==> src/design/hts_pkg.sv <==
// ----------------------------------------------------------------------------
// hts_pkg: shared types and constants of the heightmap triangle sampler
// Grid geometry, fixed-point format, command codes, register map, and the
// structs that pass between the front, the queue and the back.
// ----------------------------------------------------------------------------
`default_nettype none

package hts_pkg;

  // Grid and number format
  localparam int MAX_WIDTH   = 512;
  localparam int MAX_DEPTH   = 512;
  localparam int FRAC_BITS   = 16;
  localparam int COL_W       = $clog2(MAX_WIDTH);
  localparam int ROW_W       = $clog2(MAX_DEPTH);
  localparam int BANK_AW     = (COL_W - 1) + (ROW_W - 1);
  localparam int BANK_DEPTH  = 1 << BANK_AW;
  localparam int NUM_BANKS   = 4;
  localparam int ONE_FX      = 1 << FRAC_BITS;

  // Field widths
  localparam int DIM_W       = 10;
  localparam int VAL_W       = 24;
  localparam int COORD_W     = 32;
  localparam int SAMPLE_W    = 8;
  localparam int OUT_W       = 41;
  localparam int PROD_W      = COORD_W + VAL_W + 1;
  localparam int POS_W       = PROD_W - 1 - 2 * FRAC_BITS;

  // Queue between front and back
  localparam int QUEUE_DEPTH = 4;

  // APB
  localparam int PADDR_W     = 5;
  localparam int PDATA_W     = 32;

  typedef enum logic [1:0] {
    OP_LOAD   = 2'd0,
    OP_HEIGHT = 2'd1,
    OP_NORMAL = 2'd2
  } op_t;

  localparam logic [2:0] REG_GRID_WIDTH = 3'd0;
  localparam logic [2:0] REG_GRID_DEPTH = 3'd1;
  localparam logic [2:0] REG_CELL_X     = 3'd2;
  localparam logic [2:0] REG_CELL_Z     = 3'd3;
  localparam logic [2:0] REG_INV_X      = 3'd4;
  localparam logic [2:0] REG_INV_Z      = 3'd5;
  localparam logic [2:0] REG_GAIN       = 3'd6;

  localparam logic [DIM_W-1:0] RST_GRID_WIDTH = DIM_W'(512);
  localparam logic [DIM_W-1:0] RST_GRID_DEPTH = DIM_W'(512);
  localparam logic [VAL_W-1:0] RST_CELL       = VAL_W'(65536);
  localparam logic [VAL_W-1:0] RST_GAIN       = VAL_W'(6554);

  typedef struct packed {
    logic [DIM_W-1:0] grid_width;
    logic [DIM_W-1:0] grid_depth;
    logic [VAL_W-1:0] cell_size_x;
    logic [VAL_W-1:0] cell_size_z;
    logic [VAL_W-1:0] inv_cell_size_x;
    logic [VAL_W-1:0] inv_cell_size_z;
    logic [VAL_W-1:0] height_gain;
  } cfg_t;

  // One classified item
  typedef struct packed {
    op_t                                 op;
    logic                                in_cell;
    logic                                at_edge;
    logic                                flip;
    logic                                sel;
    logic                                xpar;
    logic                                zpar;
    logic [FRAC_BITS-1:0]                xp;
    logic [FRAC_BITS-1:0]                zp;
    logic [NUM_BANKS-1:0][BANK_AW-1:0]   addr;
    logic [NUM_BANKS-1:0]                wmask;
    logic [SAMPLE_W-1:0]                 wdata;
  } qent_t;

endpackage

`default_nettype wire

==> src/design/hts_queue.sv <==
// ----------------------------------------------------------------------------
// hts_queue: short item queue
// Holds classified items between the front and the back.
// ----------------------------------------------------------------------------
`default_nettype none

module hts_queue (
  input  wire logic           clk,
  input  wire logic           rst,
  input  wire logic           push,
  input  wire hts_pkg::qent_t push_ent,
  output logic                full,
  input  wire logic           pop,
  output hts_pkg::qent_t      head,
  output logic                empty
);

  localparam int PTR_W = $clog2(hts_pkg::QUEUE_DEPTH);

  hts_pkg::qent_t   slots [hts_pkg::QUEUE_DEPTH];
  logic [PTR_W-1:0] wptr, rptr;
  logic [PTR_W:0]   count;

  assign full  = (count == (PTR_W + 1)'(hts_pkg::QUEUE_DEPTH));
  assign empty = (count == '0);
  assign head  = slots[rptr];

  always_ff @(posedge clk) begin
    if (rst) begin
      wptr  <= '0;
      rptr  <= '0;
      count <= '0;
    end else begin
      if (push) begin
        wptr <= wptr + 1'b1;
      end
      if (pop) begin
        rptr <= rptr + 1'b1;
      end
      case ({push, pop})
        2'b10:   count <= count + 1'b1;
        2'b01:   count <= count - 1'b1;
        default: count <= count;
      endcase
    end
  end

  always_ff @(posedge clk) begin
    if (push) begin
      slots[wptr] <= push_ent;
    end
  end

endmodule

`default_nettype wire

==> config.mk <==
export PLATFORM = sky130hd
export DESIGN_NAME = hts_queue
export DESIGN_NICKNAME = d
export VERILOG_FILES = /design/src/design/hts_pkg.sv /design/src/design/hts_queue.sv
export SDC_FILE = /design/constraint.sdc
export NUM_CORES = 1
export LEC_CHECK = 0
export BUFFER_PORTS_ARGS = -buffer_cell sky130_fd_sc_hd__buf_4
export CORE_MARGIN = 2
export CORE_UTILIZATION = 61
export CTS_CLUSTER_DIAMETER = 120
export CTS_CLUSTER_SIZE = 8
export DETAILED_ROUTE_END_ITERATION = 7
export GPL_ROUTABILITY_DRIVEN = 0
export PLACE_DENSITY_LB_ADDON = 0.1
export SLEW_MARGIN = 20
export SYNTH_ARGS = -nofsm -noshare
export SYNTH_HDL_FRONTEND = slang
export SYNTH_SLANG_ARGS = --single-unit
export TNS_END_PERCENT = 10
==> constraint.sdc <==
create_clock -name clk -period 10.1 [get_ports clk]
set_input_delay 0.505 -clock clk [delete_from_list [all_inputs] [get_ports clk]]
set_output_delay 0.505 -clock clk [all_outputs]
set_load 0.005 [all_outputs]
==> results.json, run 1 <==
{
  "tns_ps": 0,
  "syn_nets": 779,
  "yosysWarnings": 0,
  "status": "completed",
  "grt_start_max_net_pins": 63,
  "place_ws_ps": 6900,
  "cts_resized": 0,
  "grt_pass1_wl_mm": 49.4,
  "drv_slew": 0,
  "final_cell_mix": "464 x edfxtp_1, 244 x buf_4, 116 x mux4_2",
  "timing.slew.headroom": 0.382,
  "hold_path_class": "in2reg",
  "clkSlewWorstSetupHoldPaths_ps": 50,
  "drive_above_1_share": 0.462,
  "fp.dieW_um": 172,
  "postRouteAntennaNets": 0,
  "finClkSkew_ps": 15.1,
  "r2r-end": "slots[2][55]$_DFFE_PP_",
  "r2r_start": "wptr[0]$_SDFFE_PP0P_",
  "routed_wl_mm": 32.8,
  "reg2reg_slack_ps": 7470,
  "ctsHtreeMaxLevel": 3,
  "synth.avg_cell_area_sq_um": 26.2,
  "stdcell_count": 1339,
  "insertion_delay_ps": 540,
  "ir_drop_mv": 0.177,
  "rsz0062_at_grt": "false",
  "rows": 61,
  "port_buffers": 237,
  "syn_inst": 653,
  "tightestPinTransition_ps": 926,
  "die_h_um": 172,
  "ys_ff_latch": 473,
  "leakagePower_nw": 7.20,
  "cts.sinks": 473,
  "grtUsageTotal": 0.230,
  "p_per_area_mw_per_mm2": 221,
  "drtIter0Drc": 612,
  "cts_tree": "done",
  "critical_path_required_ps": 9600,
  "ctsHoldBuffers": 0,
  "crit_fanout": 36,
  "timing.critical_path.to": "head[90]",
  "via_per_inst": 5.87,
  "synth_cell_types": 20,
  "area_growth_pct": 23.8,
  "root_buffer": "clkbuf_16",
  "fillCellCount": 1440,
  "worstPathArrival_ps": 2970,
  "clockBufferDepth": 3,
  "final_common_cell": "edfxtp_1",
  "antenna_found_initial": 2,
  "io_pins": 238,
  "wl_per_cell_um": 24.5,
  "dr_total_vias": 7854,
  "fin_nets": 1069,
  "r2r_cells": 4,
  "first_global_vias": 8491,
  "hpwlAfterDp_mm": 18.7,
  "dp_cells": 1249,
  "cts_setup_buffers": 0,
  "hold_viol": 0,
  "firstDrtPassIters": 4,
  "start_util": 0.619,
  "total_power_mw": 4.69,
  "min_period_ps": 3480,
  "finalCritPeriodShare": 0.344,
  "end_kind": "output port",
  "grt_remaining_overflow": 0,
  "setup_ws_ps": 6620,
  "timing.fmax_ghz": 0.288,
  "path_class": "reg2out",
  "drc": 0,
  "drv_cap": 0,
  "setup_viol": 0,
  "core_area_sq_mm": 0.0277,
  "dieArea_sq_mm": 0.0295,
  "syn_area_sq_mm": 0.0171,
  "cp-start-kind": "flop",
  "numCtsBuffers": 69,
  "whs_ps": 165,
  "seq_area_frac_synth": 0.823
}
==> worst max-delay path: stages, from the launching register on <==
cell,delay (ps)
dfxtp_4,660
buf_12,310
buf_4,620
mux4_2,640
buf_4,160
==> cell families after synthesis <==
logic type	synth area share
xor gates and xnor gates	0.00256
AOI/OAI and AO/OA	0.000876
buffers and inverters	0.0108
adders and majority gates	0.00482
DFF	0.823
muxes	0.153
and+or+nand+nor	0.00445
==> layout make-up <==
cell class                      count  area [sq um]  share of cell area
Clock buffer                       82          1800              0.0847
Clock inverter                      5          66.3             0.00313
Inverter                            6          22.5             0.00106
Timing Repair Buffer              246          1880              0.0886
Antenna cell                        2          5.00            0.000236
Multi-Input combinational cell    147          2850               0.134
Sequential cell                   473         14100               0.666
Tap cell                          378           473              0.0223
==> power breakdown <==
part	leakage [nW]	switching (mW)	total, mW	internal (mW)
logic	1.96	0.188	0.418	0.229
registers	4.34	0.0343	2.30	2.26
clock network	0.906	0.742	1.98	1.24
==> state kept, by name (all words and copies together), names as in the netlist, named ones only <==
register and count:
count 3, rptr 2, wptr 2, slots 464
==> worst min path at each step <==
stage | startpoint | end | cells after the start
2_1_floorplan | count[2]$_SDFFE_PP0P_ | count[2]$_SDFFE_PP0P_ | 2
3_3_place_gp | count[2]$_SDFFE_PP0P_ | count[2]$_SDFFE_PP0P_ | 2
3_5_place_dp | rptr[1]$_SDFFE_PP0P_ | flop | 2
4_1_cts | push_ent[113] | slots[3][113]$_DFFE_PP_ | 1
5_1_grt | push_ent[17] | slots[3][17]$_DFFE_PP_ | 1
6_report | push_ent[91] | slots[1][91]$_DFFE_PP_ | 1
==> stage by stage <==
| step | area, sq um | utilization |
|---|---|---|
| floorplan | 17100 | - |
| global placement | 19300 | 0.697 |
| detailed placement | 19300 | 0.698 |
| CTS | 21200 | 0.765 |
| global route | 21200 | 0.766 |
| finish | 21200 | 0.766 |
==> synthesized netlist by cell type, drive strengths merged <==
master / count / area (sq um)
nor3: 1 / 5.00
xor2: 3 / 26.3
a21oi: 2 / 10.0
dfxtp: 9 / 180
inv: 6 / 22.5
and3: 1 / 6.26
and2: 4 / 25.0
mux4: 116 / 2610
or3: 1 / 6.26
edfxtp: 464 / 13900
fa: 1 / 20.0
clkbuf: 8 / 30.0
nor2: 8 / 30.0
mux2i: 1 / 10.0
o21ai: 1 / 5.00
nand2: 1 / 3.75
ha: 5 / 62.6
buf: 19 / 133
xnor2: 2 / 17.5
==> routing by layer <==
metal / track usage / part of all wire / vias to the layer above
met1: 0.300 / 0.38 / 4118
met4: 0.0748 / 0.023 / 0
met2: 0.371 / 0.51 / 315
met5: 0 / 0 / -
li1: - / - / 3369
met3: 0.0773 / 0.089 / 52
Power figures use the tool's default switching activity.
==> run 2: changes to the inputs <==
Settings changed: ABC_AREA set to 1, CORE_UTILIZATION 61 to 52.
Clock period 10.1 ns to 3 ns, I/O delays scaled along.
==> run 2 against run 1 <==
  * Sequential share of layout area fell by 4.7 points
  * Critical path depth did not move
  * Global-route usage fell by 1.3 points
  * First-iteration DRC count rose by 30%
  * Clock power rose to 3.4 times the previous value
  * Core utilization fell by 8.4 points
  * Die area rose by 20%
  * Sequential power rose to 3.3 times the previous value
  * Register-to-register slack got worse by 6400 ps
  * Flip-flop and latch count did not move
  * Largest power group unchanged
==> results.json, run 2 <==
{
  "status": "completed",
  "synth_common_cells": "464 x edfxtp_1, 235 x nor2_1, 167 x o21ai_0",
  "synth_xor_area_frac": 0,
  "largest_reg_flops": 464,
  "synth_simple_gate_area_share": 0.0531,
  "dr_total_vias": 11000,
  "met2_length_mm": 18.7,
  "clockBufferDepth": 3,
  "highest_layer": "met4",
  "syn_area_sq_mm": 0.0177,
  "tns_ps": 0,
  "area_growth_pct": 29.3,
  "start_util": 0.527,
  "wl_met3_mm": 2.39,
  "synth.avg_cell_area_sq_um": 15.0,
  "post-synth-top-count-cell": "edfxtp_1",
  "p_per_area_mw_per_mm2": 697,
  "cts.sinks": 473,
  "numCtsBuffers": 69,
  "root_buffer": "clkbuf_16",
  "ys_ff_latch": 473,
  "seq_area_frac_synth": 0.799,
  "first_global_vias": 11100,
  "final_common_cell": "edfxtp_1",
  "synth_adder_area_share": 0.00468,
  "drv_slew": 0,
  "drv_cap": 0,
  "leakagePower_nw": 8.09,
  "hold_viol": 0,
  "hpwlAfterDp_mm": 20.4,
  "synth_area_leaders": "edfxtp_1 79%, nor2_1 5.0%, o21ai_0 4.7%",
  "drive_above_1_share": 0.217,
  "routed_wl_mm": 38.7,
  "cp-start-kind": "flop",
  "antenna_found_initial": 2,
  "setup_ws_ps": 313,
  "synth_compound_area_frac": 0.110,
  "clkSlewWorstSetupHoldPaths_ps": 50,
  "timing.slew.headroom": 0.321,
  "finClkSkew_ps": 20.7,
  "synth_edf_count": 464,
  "drtIter0Drc": 797,
  "drc": 0,
  "cts_resized": 0,
  "met1_length_mm": 16.5,
  "yosysWarnings": 0,
  "setup_viol": 0,
  "rsz0062_at_grt": "false",
  "port_buffers": 237,
  "synth_top_family_by_area": "compound AO/OA/AOI/OAI gates",
  "firstDrtPassIters": 5,
  "synth.largest_area_cell": "edfxtp_1",
  "ctsHtreeMaxLevel": 3,
  "grtUsageTotal": 0.216,
  "finalCritPeriodShare": 0.896,
  "timing.fmax_ghz": 0.372,
  "postRouteAntennaNets": 0,
  "worstPathArrival_ps": 2540,
  "io_pins": 238,
  "fin_nets": 1676,
  "critical_path_required_ps": 2850,
  "via_per_inst": 5.47,
  "die_h_um": 188,
  "dieArea_sq_mm": 0.0355,
  "cts_setup_buffers": 0,
  "tightestPinTransition_ps": 1020,
  "grt_start_max_net_pins": 233,
  "syn_nets": 1306,
  "reg_top3": "slots (464), count (3)",
  "cts_tree": "done",
  "insertion_delay_ps": 550,
  "final_cell_mix": "464 x edfxtp_1, 247 x buf_4, 235 x nor2_1",
  "grt_pass1_wl_mm": 59.7,
  "wl_per_cell_um": 19.2,
  "synth_cell_types": 22,
  "end_kind": "output port",
  "hold_path_class": "in2reg",
  "largest_register": "slots",
  "async_reset_ff_frac": 0,
  "path_class": "reg2out",
  "place_ws_ps": 995,
  "fp.dieW_um": 188,
  "syn_inst": 1180,
  "grt_remaining_overflow": 0,
  "min_period_ps": 2690,
  "core_area_sq_mm": 0.0335,
  "ir_drop_mv": 0.573,
  "rows": 67,
  "crit_fanout": 232,
  "synth_top_area_share": 0.789,
  "muxShareOfSynthArea": 0,
  "ys.flop_type": "edfxtp_1"
}
## run 2: per-layer routing
metal,track usage,vias up
met5,0,-
met4,0.0853,0
met3,0.0417,82
met2,0.356,372
met1,0.288,5385
li1,-,5187
## run 2: through the flow
| step | hold slack [ps] | util | instance area, sq um | power [mW] | std cells |
|---|---|---|---|---|---|
| finish | 345 | 0.681 | 22800 | 15.9 | 2017 |
| global placement | 352 | 0.589 | 19800 | 9.13 | 1808 |
| floorplan | 249 | - | 17700 | 8.43 | 1180 |
| CTS | 320 | 0.681 | 22800 | 16.1 | 2015 |
| global route | 334 | 0.681 | 22800 | 16.5 | 2017 |
| detailed placement | 352 | 0.589 | 19800 | 9.15 | 1808 |
## run 2: final cells by class
class / instances / area, sq um
Antenna cell: 2 / 5.00
Clock buffer: 83 / 1820
Clock inverter: 5 / 58.8
Fill cell: 2367 / 10700
Inverter: 18 / 88.8
Multi-Input combinational cell: 613 / 2960
Sequential cell: 473 / 14100
Tap cell: 448 / 561
Timing Repair Buffer: 375 / 3230
## run 2: path summary, 6_finish.rpt
path	slack, ps	cells past startpoint	start	to
min	340	2	push_ent[24]	slots[3][24]$_DFFE_PP_
min reg2reg	460	1	rptr[1]$_SDFFE_PP0P_	flop
max reg2reg	1040	5	wptr[0]$_SDFFE_PP0P_	slots[2][75]$_DFFE_PP_
max	310	4	flop	head[31]
## run 2: kinds of logic after synthesis
group,after synthesis
DFF,473
AOI/OAI and AO/OA,359
and+or+nand+nor,248
buffers and inverters,94
adders and majority gates,6
## run 2: repair_timing
item	in CTS	in global routing
endpoints found under the hold margin	473	0
hold buffers	119	0
endpoints found under the setup margin	0	0
## run 2: critical path: stages, from the launching register on
cell     delay [ps]
dfxtp_4         390
buf_12          660
o21ai_0         250
o22ai_1         320
buf_4           170
## run 2: power breakdown
group | switching (mW) | leakage, nW | internal [mW]
registers | 0.0606 | 4.34 | 7.57
logic | 0.837 | 2.84 | 0.678
clock network | 2.55 | 0.916 | 4.21
